===== src/hdl/pcg_pkg.sv =====
// ----------------------------------------------------------------------------
// pcg_pkg
// Shared types, codes and checksum functions of the packet checksum block.
// ----------------------------------------------------------------------------
package pcg_pkg;

  localparam int unsigned OpcodeW   = 2;
  localparam int unsigned ByteW     = 8;
  localparam int unsigned LenW      = 4;
  localparam int unsigned WordW     = 32;
  localparam int unsigned ValueW    = 64;
  localparam int unsigned VersionW  = 2;

  localparam logic [WordW-1:0] CrcPoly = 32'hEDB88320;

  // Checksum size in bytes for versions 1 and 2
  localparam logic [LenW-1:0] SumSize  = 4'd8;
  localparam logic [LenW-1:0] NoSize   = 4'd0;

  // Protocol versions
  localparam logic [VersionW-1:0] VerNone  = 2'd0;
  localparam logic [VersionW-1:0] VerCount = 2'd1;
  localparam logic [VersionW-1:0] VerCrc   = 2'd2;

  typedef enum logic [OpcodeW-1:0] {
    OP_DATA     = 2'd0,
    OP_WRITE    = 2'd1,
    OP_VALIDATE = 2'd2
  } pcg_op_e;

  typedef struct packed {
    logic [OpcodeW-1:0] opcode;
    logic [ByteW-1:0]   data_byte;
    logic [LenW-1:0]    checksum_len;
    logic [ValueW-1:0]  expected_checksum;
  } pcg_item_t;

  typedef struct packed {
    logic              has_result;
    logic              ok;
    logic [ValueW-1:0] checksum_value;
    logic [LenW-1:0]   checksum_size;
  } pcg_result_t;

  // Reverse the bit order of a 32-bit word
  function automatic logic [WordW-1:0] reverse_word(input logic [WordW-1:0] v);
    logic [WordW-1:0] r;
    for (int i = 0; i < WordW; i++) begin
      r[i] = v[WordW-1-i];
    end
    return r;
  endfunction

  // One byte of reflected CRC-32
  function automatic logic [WordW-1:0] crc_byte(input logic [WordW-1:0] crc,
                                                input logic [ByteW-1:0] b);
    logic [WordW-1:0] c;
    c = crc ^ {{(WordW-ByteW){1'b0}}, b};
    for (int i = 0; i < ByteW; i++) begin
      c = c[0] ? ((c >> 1) ^ CrcPoly) : (c >> 1);
    end
    return c;
  endfunction

endpackage


===== src/hdl/pcg_ifs.sv =====
// ----------------------------------------------------------------------------
// pcg request and result channels
// Valid/ready channels carrying one request or one result each.
// ----------------------------------------------------------------------------
interface pcg_in_if;
  logic                             valid;
  logic                             ready;
  logic [pcg_pkg::OpcodeW-1:0]      opcode;
  logic [pcg_pkg::ByteW-1:0]        data_byte;
  logic [pcg_pkg::LenW-1:0]         checksum_len;
  logic [pcg_pkg::ValueW-1:0]       expected_checksum;

  modport source (output valid, opcode, data_byte, checksum_len, expected_checksum,
                  input ready);
  modport sink   (input valid, opcode, data_byte, checksum_len, expected_checksum,
                  output ready);
endinterface

interface pcg_out_if;
  logic                             valid;
  logic                             ready;
  logic                             ok;
  logic [pcg_pkg::ValueW-1:0]       checksum_value;
  logic [pcg_pkg::LenW-1:0]         checksum_size;

  modport source (output valid, ok, checksum_value, checksum_size, input ready);
  modport sink   (input valid, ok, checksum_value, checksum_size, output ready);
endinterface


===== src/hdl/packet_checksum_gen_check.sv =====
// ----------------------------------------------------------------------------
// packet_checksum_gen_check
// Packet checksum generator and checker: byte count or reflected CRC-32.
// ----------------------------------------------------------------------------
// Usage:
//   in_i carries one request per handshake: a packet byte (opcode data), a
//   write-close or a validate-close. Data bytes produce no result; each close
//   produces exactly one result on out_o (ok, checksum_value, checksum_size).
//   cfg_we_i/cfg_wdata_i set the protocol version (0 none, 1 reversed byte
//   count, 2 CRC-32); write it only while the block is idle. A write of a
//   valid version clears the running sums; code 3 is dropped.
//   Path: a close passes from the request register into the result register,
//   whose contents show on out_o.
//   Throughput: one request per cycle unless a close waits on a stalled out_o;
//   the CRC advances one byte per cycle, xor network from request reg to CRC.
//   Reset: version 0, sums and both sequence counts cleared, no result held.
//   Stall: while a result waits on out_o, the request register still drains
//   data bytes; a pending close holds and in_i.ready drops until out_o
//   takes the waiting result.
// ----------------------------------------------------------------------------
module packet_checksum_gen_check (
  input  logic                         clk_i,
  input  logic                         rst_ni,
  input  logic                         cfg_we_i,
  input  logic [pcg_pkg::VersionW-1:0] cfg_wdata_i,
  pcg_in_if.sink                       in_i,
  pcg_out_if.source                    out_o
);
  import pcg_pkg::*;

  // Request register
  logic        req_valid_q;
  pcg_item_t   req_q;
  logic        req_advance;

  // Result register
  logic              out_valid_q;
  logic              out_ok_q;
  logic [ValueW-1:0] out_value_q;
  logic [LenW-1:0]   out_size_q;

  pcg_result_t res;
  logic        commit;
  logic        load_out;

  pcg_engine u_engine (
    .clk_i       (clk_i),
    .rst_ni      (rst_ni),
    .cfg_we_i    (cfg_we_i),
    .cfg_wdata_i (cfg_wdata_i),
    .item_i      (req_q),
    .commit_i    (commit),
    .res_o       (res)
  );

  // A request without a result always advances; a close needs room downstream
  assign req_advance = !res.has_result || !out_valid_q || out_o.ready;
  assign commit      = req_valid_q && req_advance;
  assign load_out    = commit && res.has_result;
  assign in_i.ready  = !req_valid_q || req_advance;

  always_ff @(posedge clk_i or negedge rst_ni) begin
    if (!rst_ni) begin
      req_valid_q <= 1'b0;
    end else if (in_i.ready) begin
      req_valid_q <= in_i.valid;
    end
  end

  // Capture the request payload whenever the register is free to take one
  always_ff @(posedge clk_i) begin
    if (in_i.ready && in_i.valid) begin
      req_q.opcode            <= in_i.opcode;
      req_q.data_byte         <= in_i.data_byte;
      req_q.checksum_len      <= in_i.checksum_len;
      req_q.expected_checksum <= in_i.expected_checksum;
    end
  end

  always_ff @(posedge clk_i or negedge rst_ni) begin
    if (!rst_ni) begin
      out_valid_q <= 1'b0;
    end else if (load_out) begin
      out_valid_q <= 1'b1;
    end else if (out_o.ready) begin
      out_valid_q <= 1'b0;
    end
  end

  // Hold the result until taken; load only when the register is free
  always_ff @(posedge clk_i) begin
    if (load_out) begin
      out_ok_q    <= res.ok;
      out_value_q <= res.checksum_value;
      out_size_q  <= res.checksum_size;
    end
  end

  assign out_o.valid          = out_valid_q;
  assign out_o.ok             = out_ok_q;
  assign out_o.checksum_value = out_value_q;
  assign out_o.checksum_size  = out_size_q;

  // A nonzero checksum value only comes from a write in a version with a sum
  a_value_needs_size: assert property (@(posedge clk_i) disable iff (!rst_ni)
    out_valid_q && out_value_q != '0 |-> out_size_q == SumSize && out_ok_q)
    else $error("nonzero checksum without checksum size");

  // A refused write or failed validate never carries a value
  a_fail_zero: assert property (@(posedge clk_i) disable iff (!rst_ni)
    out_valid_q && !out_ok_q |-> out_value_q == '0)
    else $error("failed close carries a value");

  // Size is always zero or the full checksum size
  a_size_legal: assert property (@(posedge clk_i) disable iff (!rst_ni)
    out_valid_q |-> out_size_q == SumSize || out_size_q == NoSize)
    else $error("illegal checksum size");

  // A close never overwrites a result that has not been taken
  a_no_overwrite: assert property (@(posedge clk_i) disable iff (!rst_ni)
    out_valid_q && !out_o.ready |-> !load_out)
    else $error("result overwritten while stalled");

endmodule


===== src/hdl/pcg_engine.sv =====
// ----------------------------------------------------------------------------
// pcg_engine
// Checksum state, version register and the combinational step of one request.
// ----------------------------------------------------------------------------
module pcg_engine (
  input  logic                      clk_i,
  input  logic                      rst_ni,
  input  logic                      cfg_we_i,
  input  logic [pcg_pkg::VersionW-1:0] cfg_wdata_i,
  input  pcg_pkg::pcg_item_t        item_i,
  input  logic                      commit_i,
  output pcg_pkg::pcg_result_t      res_o
);
  import pcg_pkg::*;

  logic [VersionW-1:0] version_q;
  logic [WordW-1:0]    crc_q, crc_d;
  logic [WordW-1:0]    count_q, count_d;
  logic [WordW-1:0]    wseq_q, wseq_d;
  logic [WordW-1:0]    rseq_q, rseq_d;

  logic [LenW-1:0]     size;
  logic [WordW-1:0]    sum;

  always_comb begin
    size = (version_q == VerCount || version_q == VerCrc) ? SumSize : NoSize;
    if (version_q == VerCount) begin
      sum = reverse_word(count_q);
    end else if (version_q == VerCrc) begin
      sum = crc_q;
    end else begin
      sum = '0;
    end
  end

  always_comb begin
    crc_d   = crc_q;
    count_d = count_q;
    wseq_d  = wseq_q;
    rseq_d  = rseq_q;
    res_o   = '0;
    res_o.checksum_size = size;
    unique case (item_i.opcode)
      OP_DATA: begin
        if (version_q == VerCount) begin
          count_d = count_q + 1'b1;
        end else if (version_q == VerCrc) begin
          crc_d = crc_byte(crc_q, item_i.data_byte);
        end
      end
      OP_WRITE: begin
        res_o.has_result = 1'b1;
        if (item_i.checksum_len >= size) begin
          res_o.ok = 1'b1;
          if (size != NoSize) begin
            res_o.checksum_value = {wseq_q, sum};
          end
          crc_d   = '0;
          count_d = '0;
          wseq_d  = wseq_q + 1'b1;
        end
      end
      OP_VALIDATE: begin
        res_o.has_result = 1'b1;
        if (item_i.checksum_len == size) begin
          res_o.ok = (size == NoSize) || ({rseq_q, sum} == item_i.expected_checksum);
        end
        crc_d   = '0;
        count_d = '0;
        rseq_d  = rseq_q + 1'b1;
      end
      default: begin
      end
    endcase
  end

  always_ff @(posedge clk_i or negedge rst_ni) begin
    if (!rst_ni) begin
      version_q <= VerNone;
      crc_q     <= '0;
      count_q   <= '0;
      wseq_q    <= '0;
      rseq_q    <= '0;
    end else if (cfg_we_i) begin
      // drop the unused version code
      if (cfg_wdata_i == VerNone || cfg_wdata_i == VerCount || cfg_wdata_i == VerCrc) begin
        version_q <= cfg_wdata_i;
        crc_q     <= '0;
        count_q   <= '0;
      end
    end else if (commit_i) begin
      crc_q   <= crc_d;
      count_q <= count_d;
      wseq_q  <= wseq_d;
      rseq_q  <= rseq_d;
    end
  end

  // A committed accepted write advances the write count by exactly one
  a_wseq_step: assert property (@(posedge clk_i) disable iff (!rst_ni)
    commit_i && !cfg_we_i && res_o.has_result && res_o.ok
      && item_i.opcode == OP_WRITE |=> wseq_q == $past(wseq_q) + 1'b1)
    else $error("write count did not advance");

  // A committed validate always advances the read count
  a_rseq_step: assert property (@(posedge clk_i) disable iff (!rst_ni)
    commit_i && !cfg_we_i && item_i.opcode == OP_VALIDATE
      |=> rseq_q == $past(rseq_q) + 1'b1)
    else $error("read count did not advance");

  // Any committed close that succeeds leaves both sums cleared
  a_close_clears: assert property (@(posedge clk_i) disable iff (!rst_ni)
    commit_i && !cfg_we_i && res_o.has_result && res_o.ok
      |=> crc_q == '0 && count_q == '0)
    else $error("sums not cleared after close");

endmodule

===== src/flat_wrapper.sv =====
// flat-port wrapper written by rule: the top's interface ports become plain ports
module packet_checksum_gen_check_flat import pcg_pkg::*;
  (clk_i, rst_ni, cfg_we_i, cfg_wdata_i, in_i_valid, in_i_opcode, in_i_data_byte, in_i_checksum_len, in_i_expected_checksum, in_i_ready, out_o_valid, out_o_ok, out_o_checksum_value, out_o_checksum_size, out_o_ready);
  pcg_in_if in_i_i ();
  pcg_out_if out_o_i ();
  input  logic clk_i;
  input  logic rst_ni;
  input  logic cfg_we_i;
  input  logic [pcg_pkg::VersionW-1:0] cfg_wdata_i;
  input wire logic [$bits(in_i_i.valid)-1:0] in_i_valid;
  input wire logic [$bits(in_i_i.opcode)-1:0] in_i_opcode;
  input wire logic [$bits(in_i_i.data_byte)-1:0] in_i_data_byte;
  input wire logic [$bits(in_i_i.checksum_len)-1:0] in_i_checksum_len;
  input wire logic [$bits(in_i_i.expected_checksum)-1:0] in_i_expected_checksum;
  output wire logic [$bits(in_i_i.ready)-1:0] in_i_ready;
  output wire logic [$bits(out_o_i.valid)-1:0] out_o_valid;
  output wire logic [$bits(out_o_i.ok)-1:0] out_o_ok;
  output wire logic [$bits(out_o_i.checksum_value)-1:0] out_o_checksum_value;
  output wire logic [$bits(out_o_i.checksum_size)-1:0] out_o_checksum_size;
  input wire logic [$bits(out_o_i.ready)-1:0] out_o_ready;
  assign in_i_i.valid = in_i_valid;
  assign in_i_i.opcode = in_i_opcode;
  assign in_i_i.data_byte = in_i_data_byte;
  assign in_i_i.checksum_len = in_i_checksum_len;
  assign in_i_i.expected_checksum = in_i_expected_checksum;
  assign in_i_ready = in_i_i.ready;
  assign out_o_valid = out_o_i.valid;
  assign out_o_ok = out_o_i.ok;
  assign out_o_checksum_value = out_o_i.checksum_value;
  assign out_o_checksum_size = out_o_i.checksum_size;
  assign out_o_i.ready = out_o_ready;
  packet_checksum_gen_check u_core (.clk_i(clk_i), .rst_ni(rst_ni), .cfg_we_i(cfg_we_i), .cfg_wdata_i(cfg_wdata_i), .in_i(in_i_i), .out_o(out_o_i));
endmodule

===== config.mk =====
export PLATFORM = sky130hd
export DESIGN_NAME = packet_checksum_gen_check_flat
export DESIGN_NICKNAME = d
export VERILOG_FILES = /design/src/hdl/pcg_pkg.sv /design/src/hdl/pcg_ifs.sv /design/src/hdl/packet_checksum_gen_check.sv /design/src/hdl/pcg_engine.sv /design/src/flat_wrapper.sv
export SDC_FILE = /design/constraint.sdc
export NUM_CORES = 1
export LEC_CHECK = 0
export ABC_AREA = 0
export BUFFER_PORTS_ARGS = -buffer_cell sky130_fd_sc_hd__buf_4
export CORE_MARGIN = 2
export CORE_UTILIZATION = 28
export CTS_CLUSTER_DIAMETER = 120
export DETAILED_ROUTE_END_ITERATION = 7
export GPL_ROUTABILITY_DRIVEN = 0
export PLACE_DENSITY = 0.48
export SYNTH_ARGS = -nofsm -noshare
export SYNTH_HDL_FRONTEND = slang
export SYNTH_SLANG_ARGS = --single-unit

===== constraint.sdc =====
create_clock -name clk_i -period 7.4 [get_ports clk_i]
set_clock_uncertainty 0.2 [all_clocks]
set_input_delay 0.74 -clock clk_i [delete_from_list [all_inputs] [get_ports clk_i]]
set_output_delay 0.74 -clock clk_i [all_outputs]
set_load 0.01 [all_outputs]

==> flow_summary.ini, run 1 <==
[critical_path]
critPathCaptureType = flop
r2r_end = u_core.out_o.ok
crit_family = adder cells
rr_startpoint = u_core.u_engine.version_q[1]
required_ns = 7.54
path_cells = inv_1, ha_2, nor2b_1, a22oi_1, xnor2_1, nor4_1, nand4_1, o31ai_1
cp.arrival_ns = 3.60
cp_slowest_cell = ha_2
cp_max_fo = 62
critical-path-max-stage-delay_ns = 0.95
rr_worst_depth = 8
reg2reg_slack_ns = 3.94
path_buf_inv = 1
critPathKind = flop to flop
startpoint_type = flop

[layout]
finish.instance_area_mm2 = 0.01622
regArea_mm2 = 0.007627
drive_above_1_share = 0.1917
fin_nets = 1364
num_antenna_cells = 0
syn_to_final_growth_pct = 21.47
fill_cells = 4801
layout_commonest_cell = buf_4
final_cell_mix = 162 x buf_4, 144 x edfxtp_1, 132 x dfrtp_1
multi_input_area_mm2 = 0.005477

[detailed_routing]
wl_met2_mm = 16.32
top_layer = met4
drt_iter0_drc = 685
drcViolationCount = 0
wl_met3_mm = 1.758
drt_wl_total_mm = 35.64
ant_nets = 0
wl_met1_mm = 16.53
via_per_inst = 4.717
routed-via-count = 9004
wl_per_cell_um = 18.67
drt_pass1_iterations = 5

[logic_synthesis]
synth-seq-area-share = 0.5714
synth_area_leaders = edfxtp_1 32%, dfrtp_1 25%, xnor2_1 7.2%, xor2_1 5.5%, nand2_1 2.9%
async_reset_ff_frac = 0.4783
synth_edf_count = 144
synth_area_per_cell_um2 = 11.89
syn-instance-count = 1123
synth-main-ff-cell = edfxtp_1
syn-cell-area_mm2 = 0.01335
synth.top_cell.area_share = 0.3239
synth_cell_types = 72
ys_warn_count = 0
synth_top_area_cell = edfxtp_1
ys_seq_elements = 276

[grt]
grt_max_degree = 69
track_usage = 0.1440
grt_overflow = 0
antenna_found_initial = 0
grt_pass1_wl_mm = 54.37
first_global_vias = 8980

[hold_path]
hold_class = primary input to asynchronous set/reset pin

[clock_network]
clk_pin_slew_ns = 0.06
ctsResizeCount = 0
clkSinkCount = 276
clk_latency_ns = 0.54
cts_tree = yes
cts_hold_buf = 0
cts-root-buf = clkbuf_16
cts_max_path_buffers = 3
numCtsBuffers = 35
cts_setup_buffers = 0
h-tree-depth = 2

[place]
hpwl_mm = 25.31
dpl_cell_area_mm2 = 0.01514
portBuffers = 152
place_worst_setup_slack_ns = 3.946

[power_and_ir_drop]
irDropWorstVdd_mv = 0.1314
power.density_mw_per_mm2 = 297.3
power_leakage_nw = 6.368

[flow_run]
cap_violations = 0

[timing]
slew-limit-headroom = 0.2298
setup_violations = 0
rsz0062_at_grt = no
worstMarginPinSlew_ns = 1.155
fin_crit_sh = 0.4680
max_freq_ghz = 0.2888
finalWorstSetupSlack_ns = 3.937
period_minus_slack_ns = 3.463
hold_viol_final = 0
drv_slew = 0
setup_tns_ns = 0

[die]
top_level_ports = 156
coreArea_mm2 = 0.04745
dieWidth_um = 222.3
start_util = 0.2814
die-height_um = 222.3
die_area_mm2 = 0.04944
fp-row-count = 80

[status]
run_status = finished, final reports clean
[metrics by stage]
step | util | total power [W] | std cells | hold slack, ns
after global placement | 0.3191 | 0.003199 | 1848 | 0.2581
final | 0.3418 | 0.004822 | 1909 | 0.1184
after CTS | 0.3418 | 0.004898 | 1909 | 0.1213
after global routing | 0.3418 | 0.005058 | 1909 | 0.1436
after detailed placement | 0.3191 | 0.003206 | 1848 | 0.2760
after floorplan | - | 0.002852 | 1125 | 0.2376
[metal layers]
metal | track usage | vias up
li1 | - | 4330
met1 | 0.1981 | 4405
met2 | 0.2251 | 208
met3 | 0.02989 | 61
met4 | 0.05066 | 0
met5 | 0 | -
[report_power, final]
group / switching, W / internal (W)
Combinational: 0.000628 / 0.000561
Sequential: 0.000204 / 0.00177
Clock: 0.000667 / 0.000987
Total: 0.00150 / 0.00332
[layout make-up]
class,instances,share of cell area
tap,615,0.04745
sequential,276,0.4704
clock inverter,13,0.008796
clock buffer,48,0.05764
multi-input combinational,782,0.3377
timing repair buffer,162,0.07500
inverter,13,0.003009
[cells by family after synthesis]
family	after synthesis	synth area share
other	1	0.0002809
flip-flops	276	0.5714
XOR/XNOR	206	0.1509
buffers and inverters	67	0.02090
AO/OA/AOI/OAI	179	0.08979
AND/OR/NAND/NOR	383	0.1566
adder cells (fa/ha/maj)	9	0.008436
multiplexers	2	0.001687
[sequential cells by signal, indices dropped and copies added (netlist names)]
name	count
u_core.out_o.checksum_size	1
u_core.out_o.ok	1
u_core.u_engine.count_q	32
u_core.out_o.checksum_value	64
u_core.out_o.valid	1
u_core.req_q	78
u_core.u_engine.version_q	2
u_core.u_engine.wseq_q	32
u_core.req_valid_q	1
u_core.u_engine.crc_q	32
u_core.u_engine.rseq_q	32
[worst register-to-register path: stages, from the launching register on]
cell     delay, ns
dfrtp_1       0.38
inv_1         0.08
ha_2          0.95
nor2b_1       0.31
a22oi_1       0.32
xnor2_1       0.15
nor4_1        0.34
nand4_1       0.21
o31ai_1       0.32
[how the worst max path moves through the flow]
stage / to / start / slack, ns / cells after the start
2_1_floorplan: u_core.out_o.checksum_size[3] / out_o_ready / 2.91 / 2
3_3_place_gp: u_core.out_o.ok / u_core.u_engine.version_q[1] / 4.07 / 8
3_5_place_dp: u_core.out_o.ok / u_core.u_engine.version_q[1] / 3.95 / 8
4_1_cts: u_core.out_o.ok / u_core.u_engine.version_q[1] / 3.92 / 8
5_1_grt: u_core.out_o.ok / u_core.u_engine.version_q[1] / 3.59 / 8
6_report: u_core.out_o.ok / u_core.u_engine.version_q[1] / 3.94 / 8
[cells in the mapped netlist, types with 5 or more instances]
library cell / count
and2_1: 40
nor2_1: 65
clkbuf_1: 36
a21o_1: 7
xnor2_4: 7
o31ai_1: 42
nand4b_1: 9
o2111ai_1: 9
inv_1: 13
ha_1: 9
nand4_1: 22
a21oi_1: 30
edfxtp_1: 144
dfrtp_1: 132
and3_1: 20
nand2b_1: 5
o21ai_0: 33
a22oi_1: 18
a31oi_1: 7
nand3_1: 45
o22ai_1: 8
nand3b_1: 14
buf_2: 7
nand2_1: 103
xnor2_1: 109
and4_1: 11
nor2b_1: 5
xor2_1: 84
nor4_1: 12
No activity file was read; power rests on OpenSTA's default activity.
==> inputs of run 2 (changes only) <==
Settings changed: ABC_AREA 0 to 1, PLACE_DENSITY 0.48 to 0.5.
Clock period 7.4 ns to 2.95 ns, I/O delays scaled along.
==> flow_summary.ini, run 2 <==
[hold_path]
hold_class = primary input to asynchronous set/reset pin

[detailed_routing]
drt_iter0_drc = 661
wl_per_cell_um = 15.40
routed-via-count = 11153
via_per_inst = 4.421
drcViolationCount = 0
ant_nets = 0
drt_pass1_iterations = 5
drt_wl_total_mm = 38.86

[logic_synthesis]
syn-cell-area_mm2 = 0.01404
synth_xor_area_frac = 0.1088
synth_top_family_by_area = simple AND/OR/NAND/NOR gates
synth-simple-area-share = 0.2399
ys_seq_elements = 276
async_reset_ff_frac = 0.4783
synth-compound-area-share = 0.03646
synth_area_leaders = edfxtp_1 31%, dfrtp_1 24%, nand2_1 11%, xor2_1 7.4%, inv_1 4.6%
synth_fa_ha_area_frac = 0.008022
synth-seq-area-share = 0.5434
ys_warn_count = 0
synth_area_per_cell_um2 = 9.109
synth_edf_count = 144
synth_top_area_cell = edfxtp_1
synth-main-ff-cell = edfxtp_1
synth.top_cell.area_share = 0.3080
ys_top_cells_by_count = 393 x nand2_1, 173 x inv_1, 161 x nor2_1
yosysMostFrequentCell = nand2_1
syn-instance-count = 1541
yosys-mux-area-fraction = 0
synth_cell_types = 46

[layout]
syn_to_final_growth_pct = 31.03
post-route-util = 0.3689
num_antenna_cells = 0
finish.instance_area_mm2 = 0.01839
layout_commonest_cell = nand2_1
final_cell_mix = 392 x nand2_1, 194 x buf_4, 171 x inv_1
largest-register = u_core.req_q
fin_nets = 1919
largest_register_ffs = 78
final_cells = 2523
drive_above_1_share = 0.1610

[clock_network]
clk_pin_slew_ns = 0.06
clkSinkCount = 276
cts_max_path_buffers = 3
h-tree-depth = 2
numCtsBuffers = 36
cts-root-buf = clkbuf_16
clk_latency_ns = 0.55
cts_tree = yes

[place]
place_inst = 2369
hpwl_mm = 28.26
dpl_cell_area_mm2 = 0.01624
portBuffers = 152

[status]
run_status = finished, final reports clean

[critical_path]
required_ns = 3.16
path_buf_inv = 3
crit_family = simple AND/OR/NAND/NOR gates
path_cells = inv_1, ha_1, inv_1, ha_1, inv_1, nor2_1, nand2_1, nand2_2, nand2_1, nor2_4, nand2_4, nor3_1, nand4_1, xor2_1
cp_max_fo = 6
cp_common_cell = inv_1
cp.arrival_ns = 2.97
critical-path-max-stage-delay_ns = 0.35
cp_slowest_cell = dfrtp_1
critPathKind = flop to flop
startpoint_type = flop
critPathCaptureType = flop

[power_and_ir_drop]
pwr-share-clk = 0.357
net-switching-power_w = 0.004073
power_leakage_nw = 8.008
internal_power_w = 0.008755
irDropWorstVdd_mv = 0.4084
power.density_mw_per_mm2 = 697.5
fin_total_pwr_w = 0.01283
power_switching_share = 0.3175
pwr-share-seq = 0.386
pwr-share-comb = 0.257

[grt]
grt_overflow = 0
grt_max_degree = 59
track_usage = 0.1502
first_global_vias = 11191
antenna_found_initial = 0
grt_pass1_wl_mm = 61.64

[timing]
worstMarginPinSlew_ns = 0.6926
max_freq_ghz = 0.3620
fin_crit_sh = 0.9363
period_minus_slack_ns = 2.762
setup_violations = 0
hold_viol_final = 0
drv_slew = 0
rsz0062_at_grt = yes
slew-limit-headroom = 0.5372
holdWs_ns = 0.1185

[die]
die-height_um = 227.9
dieWidth_um = 227.9
coreArea_mm2 = 0.04986
fp-row-count = 82
die_area_mm2 = 0.05194
top_level_ports = 156
start_util = 0.2815

[flow_run]
cap_violations = 0
## run 2: stage by stage
stage	setup WS (ns)	setup TNS, ns
after floorplan	0.05714	0
after global placement	0.08739	0
after detailed placement	0.05257	0
after CTS	0.02387	0
after global routing	-0.05137	-0.2269
final	0.1878	0
## run 2: final cells by class
class | count | area, um^2
clock inverter | 20 | 251.5
fill | 5109 | 31470
clock buffer | 44 | 972.2
multi-input combinational | 1046 | 5575
sequential | 276 | 7627
timing repair buffer | 287 | 2449
inverter | 178 | 676.9
tap | 672 | 840.8
## run 2: worst paths after layout
check | startpoint | endpoint | slack, ns | depth (start not counted)
setup / recovery | u_core.u_engine.version_q[0] | u_core.u_engine.wseq_q[25] | 0.19 | 14
hold / removal | rst_ni | u_core.u_engine.crc_q[30] | 0.12 | 2
setup reg to reg | u_core.u_engine.version_q[0] | u_core.u_engine.wseq_q[25] | 0.19 | 14
hold reg to reg | u_core.u_engine.rseq_q[31] | u_core.u_engine.rseq_q[31] | 0.30 | 1
max in group asynchronous | rst_ni | u_core.u_engine.rseq_q[11] | 1.52 | 3
min in group clk_i | in_i_expected_checksum[26] | u_core.req_q[26] | 0.27 | 2
## run 2: cell families after synthesis
logic type,after synthesis
compound gates,93
xor+xnor,165
fa+ha+maj,9
buf+inv,221
flops,276
other cells,1
simple gates,776
## run 2: timing repair
action | 4_1_cts | 5_1_grt
gates resized for setup | 0 | 13
hold buffers | 86 | 0
endpoints found under the setup margin | 0 | 14
hold endpoints to repair | 145 | 0
setup buffers | 0 | 4
## run 2: power by group through the flow
stage                     Combinational [W]  Sequential [W]  Clock (W)
after floorplan                     0.00221         0.00495          0
after global placement              0.00315         0.00502          0
after detailed placement            0.00318         0.00503          0
after CTS                           0.00329         0.00496    0.00472
after global routing                0.00367         0.00502    0.00488
final                               0.00329         0.00496    0.00458
## run 2: metal layers
layer,track usage,wire [um]
met5,0,0
met2,0.2484,18430
met3,0.02963,1556
met4,0.05862,1382
met1,0.1936,17490
==> inputs of run 3 (changes only) <==
Settings changed: MAX_ROUTING_LAYER from default to met4.
==> flow_summary.ini, run 3 (synthesis results as in run 2) <==
[power_and_ir_drop]
pwr-share-seq = 0.387
power_switching_share = 0.3171
power.density_mw_per_mm2 = 697.0
net-switching-power_w = 0.004065
pwr-share-comb = 0.256
irDropWorstVdd_mv = 0.4084
pwr-share-clk = 0.357
internal_power_w = 0.008755
power_leakage_nw = 8.008

[place]
hpwl_mm = 28.26
place_inst = 2369
portBuffers = 152

[clock_network]
cts_max_path_buffers = 3
numCtsBuffers = 36
h-tree-depth = 2
clk_latency_ns = 0.55
cts-root-buf = clkbuf_16
clkSinkCount = 276
clk_pin_slew_ns = 0.06
cts_tree = yes

[grt]
grt_max_degree = 59
track_usage = 0.1546
grt_overflow = 0
antenna_found_initial = 0
grt_pass1_wl_mm = 61.58
first_global_vias = 11216

[critical_path]
path_cells = inv_1, ha_1, inv_1, ha_1, inv_1, nor2_1, nand2_1, nand2_2, nand2_1, nor2_4, nand2_4, nor3_1, nand4_1, xor2_1
cp_slowest_cell = dfrtp_1
critPathCaptureType = flop
required_ns = 3.16
critical-path-max-stage-delay_ns = 0.35
cp.arrival_ns = 2.96
cp_common_cell = inv_1
critPathKind = flop to flop
startpoint_type = flop
cp_max_fo = 6

[die]
dieWidth_um = 227.9
top_level_ports = 156
start_util = 0.2815
die-height_um = 227.9
fp-row-count = 82
coreArea_mm2 = 0.04986
die_area_mm2 = 0.05194

[layout]
post-route-util = 0.3689
drive_above_1_share = 0.1610
final_cell_mix = 392 x nand2_1, 194 x buf_4, 171 x inv_1
layout_commonest_cell = nand2_1
fin_nets = 1919
largest-register = u_core.req_q
num_antenna_cells = 0
largest_register_ffs = 78
final_cells = 2523
syn_to_final_growth_pct = 31.03

[timing]
period_minus_slack_ns = 2.754
setup_tns_ns = 0
max_freq_ghz = 0.3631
slew-limit-headroom = 0.5588
drv_slew = 0
setup_violations = 0
rsz0062_at_grt = yes
fin_crit_sh = 0.9337
hold_viol_final = 0
worstMarginPinSlew_ns = 0.6568

[detailed_routing]
drt_wl_total_mm = 38.83
wl_per_cell_um = 15.39
drt_iter0_drc = 634
drt_pass1_iterations = 5
routed-via-count = 11201
ant_nets = 0
via_per_inst = 4.440
drcViolationCount = 0

[flow_run]
cap_violations = 0

[hold_path]
hold_class = primary input to asynchronous set/reset pin

[status]
run_status = finished, final reports clean
run 3: timing repair:
item / 4_1_cts / 5_1_grt
hold endpoints to repair: 145 / 0
hold buffers: 86 / 0
setup endpoints to repair: 0 / 14
buffers inserted: 0 / 4
resized for setup: 0 / 13
run 3: path summary, 6_finish.rpt:
| kind | start | to | slack [ns] | cells after the start |
|---|---|---|---|---|
| max | u_core.u_engine.version_q[0] | u_core.u_engine.wseq_q[25] | 0.20 | 14 |
| max in group asynchronous | rst_ni | u_core.u_engine.rseq_q[12] | 1.52 | 3 |
| min | rst_ni | u_core.u_engine.crc_q[30] | 0.12 | 2 |
| min reg2reg | u_core.u_engine.rseq_q[31] | u_core.u_engine.rseq_q[31] | 0.30 | 1 |
| max reg2reg | u_core.u_engine.version_q[0] | u_core.u_engine.wseq_q[25] | 0.20 | 14 |
| min in group clk_i | in_i_expected_checksum[26] | u_core.req_q[26] | 0.27 | 2 |
run 3: power groups by stage:
stage / clock, W / sequential, W / combinational (W)
3_3_place_gp: 0 / 0.00502 / 0.00315
5_1_grt: 0.00488 / 0.00502 / 0.00367
6_report: 0.00458 / 0.00496 / 0.00329
3_5_place_dp: 0 / 0.00503 / 0.00318
2_1_floorplan: 0 / 0.00495 / 0.00221
4_1_cts: 0.00472 / 0.00496 / 0.00329
run 3: through the flow:
stage / hold WS, ns / worst slack, ns / area (um^2) / total power [W]
after CTS: 0.1447 / 0.02387 / 18320 / 0.01297
after global placement: 0.1385 / 0.08739 / 16240 / 0.008176
after detailed placement: 0.1398 / 0.05257 / 16240 / 0.008206
after floorplan: -0.2006 / 0.05714 / 14050 / 0.007162
final: 0.1211 / 0.1956 / 18390 / 0.01282
after global routing: 0.1492 / -0.05137 / 18390 / 0.01356
run 3: layout make-up:
cell class                      count  area [um^2]
Clock buffer                       44        972.2
Clock inverter                     20        251.5
Fill cell                        5109        31470
Inverter                          178        676.9
Multi-Input combinational cell   1046         5575
Sequential cell                   276         7627
Tap cell                          672        840.8
Timing Repair Buffer              287         2449
run 3: critical path: cells and delay by family, from the launching register on:
family / cells / cell delay, ns
adders and majority gates: 2 / 0.53
and+or+nand+nor: 8 / 1.19
xor gates and xnor gates: 1 / 0.20
buffers and inverters: 3 / 0.15
DFF: 1 / 0.35
run 3: layer usage:
layer  part of all wire  up-vias  global-route usage
met5                  0        -                   -
met4              0.036        0             0.05862
met3              0.048       73             0.02963
met2               0.47      271              0.2492
met1               0.44     5307              0.1925
li1                   -     5550                   -
